$ cat config.mk
export PLATFORM = sky130hd
export DESIGN_NAME = base32_stream_decoder_unit_flat
export DESIGN_NICKNAME = d
export VERILOG_FILES = /design/src/rtl/b32sd_pkg.sv /design/src/rtl/b32sd_channels.sv /design/src/rtl/base32_stream_decoder_unit.sv /design/src/rtl/b32sd_symbol_map.sv /design/src/rtl/b32sd_packer.sv /design/src/flat_wrapper.sv
export VERILOG_INCLUDE_DIRS = /design/src /design/src/rtl
export SDC_FILE = /design/constraint.sdc
export NUM_CORES = 1
export LEC_CHECK = 0
export ABC_AREA = 1
export BUFFER_PORTS_ARGS = -buffer_cell sky130_fd_sc_hd__buf_2
export CORE_UTILIZATION = 30
export CTS_CLUSTER_SIZE = 25
export DETAILED_ROUTE_END_ITERATION = 12
export RECOVER_POWER = 25
export REMOVE_ABC_BUFFERS = 1
export SETUP_SLACK_MARGIN = 0.3
export SYNTH_ARGS = -nofsm -noshare
export SYNTH_HDL_FRONTEND = slang
export SYNTH_SLANG_ARGS = --single-unit
export TNS_END_PERCENT = 30
$ cat constraint.sdc
create_clock -name clock -period 7.71 [get_ports clock]
set_input_delay 1.9275 -clock clock [delete_from_list [all_inputs] [get_ports clock]]
set_output_delay 1.9275 -clock clock [all_outputs]
set_load 0.01 [all_outputs]
$ cat src/rtl/base32_stream_decoder_unit_macros.svh
// Assertion macros for the base32 stream decoder.
`ifndef BASE32_STREAM_DECODER_UNIT_MACROS_SVH
`define BASE32_STREAM_DECODER_UNIT_MACROS_SVH
`ifndef SYNTHESIS
`define B32SD_ASSERT_IMP(label, clk, rst, ante, cons) \
   label: assert property (@(posedge clk) disable iff (rst) (ante) |-> (cons)) \
      else $error("b32sd: same-cycle check failed");
`define B32SD_ASSERT_NEXT(label, clk, rst, ante, cons) \
   label: assert property (@(posedge clk) disable iff (rst) (ante) |=> (cons)) \
      else $error("b32sd: next-cycle check failed");
`else
`define B32SD_ASSERT_IMP(label, clk, rst, ante, cons)
`define B32SD_ASSERT_NEXT(label, clk, rst, ante, cons)
`endif
`endif

$ cat src/rtl/b32sd_pkg.sv
`default_nettype none

package b32sd_pkg;

   localparam logic [7:0] CHAR_UPPER_A = 8'h41;
   localparam logic [7:0] CHAR_UPPER_K = 8'h4B;
   localparam logic [7:0] CHAR_UPPER_M = 8'h4D;
   localparam logic [7:0] CHAR_UPPER_N = 8'h4E;
   localparam logic [7:0] CHAR_UPPER_P = 8'h50;
   localparam logic [7:0] CHAR_UPPER_Z = 8'h5A;
   localparam logic [7:0] CHAR_LOWER_A = 8'h61;
   localparam logic [7:0] CHAR_LOWER_Z = 8'h7A;
   localparam logic [7:0] CHAR_DIGIT_2 = 8'h32;
   localparam logic [7:0] CHAR_DIGIT_9 = 8'h39;
   localparam logic [7:0] CASE_OFFSET  = 8'h20;

   localparam logic [4:0] SYM_BASE_A     = 5'd0;
   localparam logic [4:0] SYM_BASE_M     = 5'd11;
   localparam logic [4:0] SYM_BASE_P     = 5'd13;
   localparam logic [4:0] SYM_BASE_DIGIT = 5'd24;

   localparam logic [3:0] BYTE_BITS   = 4'd8;
   localparam logic [3:0] SYMBOL_BITS = 4'd5;

   typedef struct packed {
      logic [4:0] value;
      logic       invalid;
   } symbol_type;

   typedef struct packed {
      logic       has_result;
      logic [7:0] data_byte;
      logic       byte_valid;
      logic       bad_char;
      logic       end_of_run;
   } result_type;

   typedef struct packed {
      logic [2:0] bit_count;
      logic       error_seen;
   } status_type;

endpackage

`default_nettype wire

$ cat src/rtl/b32sd_channels.sv
`default_nettype none

interface b32sd_req_if;
   logic       valid;
   logic       ready;
   logic [7:0] char_code;
   logic       last;

   modport source (output valid, output char_code, output last, input ready);
   modport sink (input valid, input char_code, input last, output ready);
endinterface

interface b32sd_rsp_if;
   logic       valid;
   logic       ready;
   logic [7:0] data_byte;
   logic       byte_valid;
   logic       bad_char;
   logic       end_of_run;

   modport source (output valid, output data_byte, output byte_valid, output bad_char,
                   output end_of_run, input ready);
   modport sink (input valid, input data_byte, input byte_valid, input bad_char,
                 input end_of_run, output ready);
endinterface

`default_nettype wire

$ cat src/rtl/base32_stream_decoder_unit.sv
// Channel   Direction  Payload
// req_chan  in         char_code[7:0], last
// rsp_chan  out        data_byte[7:0], byte_valid, bad_char, end_of_run
//
// Unless stalled, one request is taken every cycle, then held in the input register.
// The input and result registers hold one entry each; while a result waits on
// rsp_chan.ready one more request is taken, and then req_chan.ready stays low.
// Characters that complete no byte, and those after an invalid one, give no result
// except the last character, which always gives one. Reset is synchronous and
// clears the pending bits, the error flag and both valid flags.
`default_nettype none
`include "base32_stream_decoder_unit_macros.svh"

module base32_stream_decoder_unit (
   input  wire logic       clock,
   input  wire logic       reset,
   b32sd_req_if.sink       req_chan,
   b32sd_rsp_if.source     rsp_chan
);

   logic                  s1_valid_ff, s1_valid_in;
   logic [7:0]            s1_char_ff;
   logic                  s1_last_ff;
   logic                  rsp_valid_ff, rsp_valid_in;
   b32sd_pkg::result_type rsp_data_ff;
   logic                  advance;
   logic                  req_take;
   b32sd_pkg::symbol_type symbol;
   b32sd_pkg::result_type result;
   b32sd_pkg::status_type status;

   assign advance        = s1_valid_ff && (!rsp_valid_ff || rsp_chan.ready);
   assign req_chan.ready = !s1_valid_ff || advance;
   assign req_take       = req_chan.valid && req_chan.ready;

   assign s1_valid_in  = req_take || (s1_valid_ff && !advance);
   assign rsp_valid_in = advance ? result.has_result : (rsp_valid_ff && !rsp_chan.ready);

   b32sd_symbol_map u_symbol_map (
      .char_code (s1_char_ff),
      .symbol    (symbol)
   );

   b32sd_packer u_packer (
      .clock  (clock),
      .reset  (reset),
      .step   (advance),
      .symbol (symbol),
      .last   (s1_last_ff),
      .result (result),
      .status (status)
   );

   always_ff @(posedge clock) begin
      if (reset) begin
         s1_valid_ff  <= 1'b0;
         rsp_valid_ff <= 1'b0;
      end else begin
         s1_valid_ff  <= s1_valid_in;
         rsp_valid_ff <= rsp_valid_in;
      end
      if (req_take) begin
         s1_char_ff <= req_chan.char_code;
         s1_last_ff <= req_chan.last;
      end
      if (advance) begin
         rsp_data_ff <= result;
      end
   end

   assign rsp_chan.valid      = rsp_valid_ff;
   assign rsp_chan.data_byte  = rsp_data_ff.data_byte;
   assign rsp_chan.byte_valid = rsp_data_ff.byte_valid;
   assign rsp_chan.bad_char   = rsp_data_ff.bad_char;
   assign rsp_chan.end_of_run = rsp_data_ff.end_of_run;

   // A result that carries no byte is always the closing one.
   `B32SD_ASSERT_IMP(a_empty_is_closing, clock, reset, rsp_valid_ff && !rsp_data_ff.byte_valid, rsp_data_ff.end_of_run)
   // An error result never carries a byte.
   `B32SD_ASSERT_IMP(a_bad_has_no_byte, clock, reset, rsp_valid_ff && rsp_data_ff.bad_char, !rsp_data_ff.byte_valid && rsp_data_ff.end_of_run)
   // After the last character the decoder starts clean.
   `B32SD_ASSERT_NEXT(a_clean_after_last, clock, reset, advance && s1_last_ff, status.bit_count == 3'd0 && !status.error_seen)

endmodule

`default_nettype wire

$ cat src/rtl/b32sd_symbol_map.sv
`default_nettype none

module b32sd_symbol_map (
   input  wire logic [7:0]          char_code,
   output b32sd_pkg::symbol_type    symbol
);

   logic [7:0] folded;

   always_comb begin
      if (char_code >= b32sd_pkg::CHAR_LOWER_A && char_code <= b32sd_pkg::CHAR_LOWER_Z) begin
         folded = char_code - b32sd_pkg::CASE_OFFSET;
      end else begin
         folded = char_code;
      end
   end

   always_comb begin
      symbol.invalid = 1'b0;
      symbol.value   = '0;
      if (folded >= b32sd_pkg::CHAR_UPPER_A && folded <= b32sd_pkg::CHAR_UPPER_K) begin
         symbol.value = b32sd_pkg::SYM_BASE_A + 5'(folded - b32sd_pkg::CHAR_UPPER_A);
      end else if (folded >= b32sd_pkg::CHAR_UPPER_M && folded <= b32sd_pkg::CHAR_UPPER_N) begin
         symbol.value = b32sd_pkg::SYM_BASE_M + 5'(folded - b32sd_pkg::CHAR_UPPER_M);
      end else if (folded >= b32sd_pkg::CHAR_UPPER_P && folded <= b32sd_pkg::CHAR_UPPER_Z) begin
         symbol.value = b32sd_pkg::SYM_BASE_P + 5'(folded - b32sd_pkg::CHAR_UPPER_P);
      end else if (folded >= b32sd_pkg::CHAR_DIGIT_2 && folded <= b32sd_pkg::CHAR_DIGIT_9) begin
         symbol.value = b32sd_pkg::SYM_BASE_DIGIT + 5'(folded - b32sd_pkg::CHAR_DIGIT_2);
      end else begin
         symbol.invalid = 1'b1;
      end
   end

endmodule

`default_nettype wire

$ cat src/rtl/b32sd_packer.sv
`default_nettype none

module b32sd_packer (
   input  wire logic                 clock,
   input  wire logic                 reset,
   input  wire logic                 step,
   input  wire b32sd_pkg::symbol_type symbol,
   input  wire logic                 last,
   output b32sd_pkg::result_type     result,
   output b32sd_pkg::status_type     status
);

   logic [6:0]  bit_store_ff, bit_store_in;
   logic [2:0]  bit_count_ff, bit_count_in;
   logic        error_seen_ff, error_seen_in;
   logic [11:0] acc;
   logic [3:0]  cnt;
   logic [2:0]  rest;
   logic [11:0] keep_mask;
   logic        have_byte;
   logic [7:0]  byte_out;

   always_comb begin
      acc           = {bit_store_ff, symbol.value};
      cnt           = {1'b0, bit_count_ff} + b32sd_pkg::SYMBOL_BITS;
      rest          = 3'(cnt - b32sd_pkg::BYTE_BITS);
      keep_mask     = (12'd1 << rest) - 12'd1;
      have_byte     = 1'b0;
      byte_out      = '0;
      bit_store_in  = bit_store_ff;
      bit_count_in  = bit_count_ff;
      error_seen_in = error_seen_ff;
      if (!error_seen_ff) begin
         if (symbol.invalid) begin
            error_seen_in = 1'b1;
         end else if (cnt >= b32sd_pkg::BYTE_BITS) begin
            have_byte    = 1'b1;
            byte_out     = 8'(acc >> rest);
            bit_store_in = 7'(acc & keep_mask);
            bit_count_in = rest;
         end else begin
            bit_store_in = acc[6:0];
            bit_count_in = cnt[2:0];
         end
      end

      result.has_result = last || have_byte;
      result.end_of_run = last;
      result.bad_char   = last && error_seen_in;
      result.byte_valid = have_byte && !error_seen_in;
      result.data_byte  = (have_byte && !error_seen_in) ? byte_out : 8'd0;

      status.bit_count  = bit_count_ff;
      status.error_seen = error_seen_ff;
   end

   always_ff @(posedge clock) begin
      if (reset) begin
         bit_store_ff  <= '0;
         bit_count_ff  <= '0;
         error_seen_ff <= 1'b0;
      end else if (step) begin
         if (last) begin
            bit_store_ff  <= '0;
            bit_count_ff  <= '0;
            error_seen_ff <= 1'b0;
         end else begin
            bit_store_ff  <= bit_store_in;
            bit_count_ff  <= bit_count_in;
            error_seen_ff <= error_seen_in;
         end
      end
   end

endmodule

`default_nettype wire
$ cat src/flat_wrapper.sv
// flat-port wrapper written by rule: the top's interface ports become plain ports
module base32_stream_decoder_unit_flat 
  (clock, reset, req_chan_valid, req_chan_char_code, req_chan_last, req_chan_ready, rsp_chan_valid, rsp_chan_data_byte, rsp_chan_byte_valid, rsp_chan_bad_char, rsp_chan_end_of_run, rsp_chan_ready);
  b32sd_req_if req_chan_i ();
  b32sd_rsp_if rsp_chan_i ();
  input  wire logic clock;
  input  wire logic reset;
  input wire logic [$bits(req_chan_i.valid)-1:0] req_chan_valid;
  input wire logic [$bits(req_chan_i.char_code)-1:0] req_chan_char_code;
  input wire logic [$bits(req_chan_i.last)-1:0] req_chan_last;
  output wire logic [$bits(req_chan_i.ready)-1:0] req_chan_ready;
  output wire logic [$bits(rsp_chan_i.valid)-1:0] rsp_chan_valid;
  output wire logic [$bits(rsp_chan_i.data_byte)-1:0] rsp_chan_data_byte;
  output wire logic [$bits(rsp_chan_i.byte_valid)-1:0] rsp_chan_byte_valid;
  output wire logic [$bits(rsp_chan_i.bad_char)-1:0] rsp_chan_bad_char;
  output wire logic [$bits(rsp_chan_i.end_of_run)-1:0] rsp_chan_end_of_run;
  input wire logic [$bits(rsp_chan_i.ready)-1:0] rsp_chan_ready;
  assign req_chan_i.valid = req_chan_valid;
  assign req_chan_i.char_code = req_chan_char_code;
  assign req_chan_i.last = req_chan_last;
  assign req_chan_ready = req_chan_i.ready;
  assign rsp_chan_valid = rsp_chan_i.valid;
  assign rsp_chan_data_byte = rsp_chan_i.data_byte;
  assign rsp_chan_byte_valid = rsp_chan_i.byte_valid;
  assign rsp_chan_bad_char = rsp_chan_i.bad_char;
  assign rsp_chan_end_of_run = rsp_chan_i.end_of_run;
  assign rsp_chan_i.ready = rsp_chan_ready;
  base32_stream_decoder_unit u_core (.clock(clock), .reset(reset), .req_chan(req_chan_i), .rsp_chan(rsp_chan_i));
endmodule
==> flow_summary.json <==
{
  "synth_fa_ha_area_frac": 0.06726,
  "p_per_area_mw_per_mm2": 139.6,
  "dpl_worst_slack_ps": 3421,
  "crit_family": "buffers and inverters",
  "wl_met2_um": 2493,
  "initial_core_util": 0.3153,
  "grt_max_degree": 24,
  "synth_top_family_by_area": "simple AND/OR/NAND/NOR gates",
  "synthXorXnorAreaFrac": 0.02511,
  "slowest_delay_ps": 170,
  "via_count": 2333,
  "cts-buffers-inserted": 5,
  "final_nets": 412,
  "met1_length_um": 2925,
  "clock-sinks": 33,
  "first_global_vias": 2224,
  "antenna_found_initial": 0,
  "crit_path_end_kind": "output port",
  "netlist_instances": 359,
  "syn_area_mm2": 0.002790,
  "placementRows": 34,
  "wire_per_inst_um": 11.62,
  "rsz0062_at_grt": "false",
  "final_antenna_net_count": 0,
  "wl_um": 5730,
  "layout_setup_ws_ps": 3421,
  "reg2reg_depth": 17,
  "postSynthAreaPerCell_um2": 7.772,
  "cts_tree": "done",
  "grt_pass1_wl_um": 10120,
  "drv_slew": 0,
  "path_cells": "buf_2 > inv_1 > nand3_1 > buf_2",
  "clock.fmax_mhz": 233.2,
  "yosys_warnings": 0,
  "worst_ep_arrival_time_ps": 2360,
  "startpoint_type": "input port",
  "cts_buffer_depth": 2,
  "critPathMaxFanout": 3,
  "crit_type": "in2out",
  "slew-limit-headroom": 0.5700,
  "synth-simple-area-share": 0.3883,
  "path_buf_inv": 3,
  "rr_startpoint": "u_core.s1_char_ff[1]",
  "antenna_cells": 0,
  "finalCritPeriodShare": 0.5563,
  "rr_endpoint": "u_core.rsp_chan.data_byte[0]",
  "hold_depth": 2,
  "hold_buffers": 0,
  "viasPerCell": 4.732,
  "ios": 26,
  "status": "finished clean",
  "min_delay_worst_endpoint": "u_core.u_packer.bit_store_ff[5]",
  "final_cell_mix": "nand2_1, inv_1, nand3_1",
  "die_h_um": 98.44,
  "synth.distinct_cells": 48,
  "wl_met3_um": 258,
  "layout-drive-gt1-share": 0.2831,
  "root_buffer": "clkbuf_8",
  "drc": 0,
  "mostFrequentLayoutCell": "nand2_1",
  "post_cts_buffers": 0,
  "grt_overflow_total": 0,
  "drt_iter0_drc": 119,
  "crit_top_cell": "buf_2",
  "fin_tns_setup_ps": 0,
  "min_path_type": "reg2reg",
  "design.die.area_mm2": 0.009690,
  "hpwl_um": 4481,
  "ys_ff_latch": 33,
  "rrSetupSlack_ps": 4840,
  "skew_ps": 9.627,
  "grt_usage": 0.1279,
  "worstPathRequired_ps": 5780,
  "gp_congestion": 0.8545,
  "clkTransAtPathRegs_ps": 70,
  "hold_violations": 0,
  "worst_pin_slew_ps": 644.9,
  "cts-resized-gates": 0,
  "synth_compound_area_frac": 0.1094,
  "synth.area.mux_share": 0.003587,
  "setup_viol": 0,
  "clk_latency_ps": 280,
  "die_x_um": 98.44,
  "core-area_mm2": 0.008848,
  "dr.pass1.iters": 6,
  "crit_slowest_cell": "buf_2",
  "leakagePower_uw": 0.001391,
  "synthToLayoutAreaGrowth_pct": 10.63,
  "routed.top_layer": "met4",
  "hp-start": "u_core.u_packer.bit_store_ff[5]",
  "yosysSeqAreaShare": 0.3085,
  "htreeDepth": 2,
  "portBuffers": 25,
  "cap_violations": 0,
  "min_period_ps": 4289,
  "peakVddDrop_uv": 111.7
}
-- metrics by stage --
step           hold WS [ps]  instances  utilization  total power, µW  instance area (µm²)
2_1_floorplan         435.1        351            -            282.6                 2733
3_3_place_gp          466.2        485       0.3391            305.3                 3000
3_5_place_dp          465.8        485       0.3391            306.2                 3000
4_1_cts               476.9        493       0.3488            436.2                 3087
5_1_grt               499.6        493       0.3488            456.9                 3087
6_report              476.6        493       0.3488            430.9                 3087
-- sequential cells by signal, summed over array words and instances, names as in the netlist --
name / flops
u_core.u_packer.bit_count_ff: 3
u_core.s1_valid_ff: 1
u_core.rsp_chan.valid: 1
u_core.s1_char_ff: 8
u_core.rsp_chan.bad_char: 1
u_core.rsp_chan.end_of_run: 1
u_core.u_packer.bit_store_ff: 7
u_core.s1_last_ff: 1
u_core.u_packer.error_seen_ff: 1
u_core.rsp_chan.byte_valid: 1
u_core.rsp_chan.data_byte: 8
-- cell families after synthesis --
logic type	count (synthesis)
flip-flops	33
AO/OA/AOI/OAI	46
buffers and inverters	61
XOR/XNOR	8
adder cells (fa/ha/maj)	15
AND/OR/NAND/NOR	195
multiplexers	1
-- cell usage after synthesis, drive strengths merged --
| master | n | area (µm²) |
|---|---|---|
| nand2 | 106 | 541.8 |
| inv | 48 | 190.2 |
| nand3 | 33 | 197.7 |
| nor2 | 33 | 177.7 |
| o21ai | 24 | 157.7 |
| edfxtp | 20 | 600.6 |
| ha | 15 | 187.7 |
| dfxtp | 13 | 260.3 |
| nand4 | 13 | 93.84 |
| a21oi | 12 | 67.57 |
| or2 | 6 | 37.54 |
| xor2 | 6 | 52.55 |
| buf | 5 | 46.29 |
| clkinv | 5 | 25.02 |
| clkbuf | 3 | 11.26 |
| o211ai | 3 | 22.52 |
| nor3 | 2 | 21.27 |
| o22ai | 2 | 12.51 |
| xnor2 | 2 | 17.52 |
| a211o | 1 | 8.760 |
| a31oi | 1 | 6.260 |
| and3 | 1 | 6.260 |
| mux2i | 1 | 10.01 |
| nand3b | 1 | 7.510 |
| o2111ai | 1 | 15.01 |
| o21a | 1 | 7.510 |
| o31ai | 1 | 7.510 |
-- layout make-up --
type / count / area, µm²
Multi-Input combinational cell: 265 / 1657
Clock inverter: 3 / 17.52
Sequential cell: 33 / 860.8
Timing Repair Buffer: 26 / 132.6
Tap cell: 108 / 135.1
Fill cell: 942 / 5762
Clock buffer: 5 / 68.82
Inverter: 53 / 215.2
-- worst min-delay path, cell delays in order, from the launching register on --
cell,delay (ps)
dfxtp_1,330
nand2_2,70
o21ai_2,40
-- power by group --
part	internal, µW	switching [µW]
registers	194	7.08
logic	34.2	67.2
clock network	62.3	65.8
total	291	140
-- routing by layer --
| layer | track usage | vias up |
|---|---|---|
| met4 | 0.03444 | 0 |
| met2 | 0.2059 | 50 |
| li1 | - | 1216 |
| met3 | 0.02057 | 4 |
| met1 | 0.1782 | 1063 |
| met5 | 0 | - |
-- worst max path at each step --
stage / startpoint / end / slack, ps / cells past startpoint
2_1_floorplan: rsp_chan_ready / req_chan_ready / 3670 / 2
3_3_place_gp: rsp_chan_ready / req_chan_ready / 3460 / 4
3_5_place_dp: rsp_chan_ready / req_chan_ready / 3420 / 4
4_1_cts: rsp_chan_ready / req_chan_ready / 3420 / 4
5_1_grt: rsp_chan_ready / req_chan_ready / 3340 / 4
6_report: rsp_chan_ready / req_chan_ready / 3420 / 4
(Power assumes the default switching activity.)
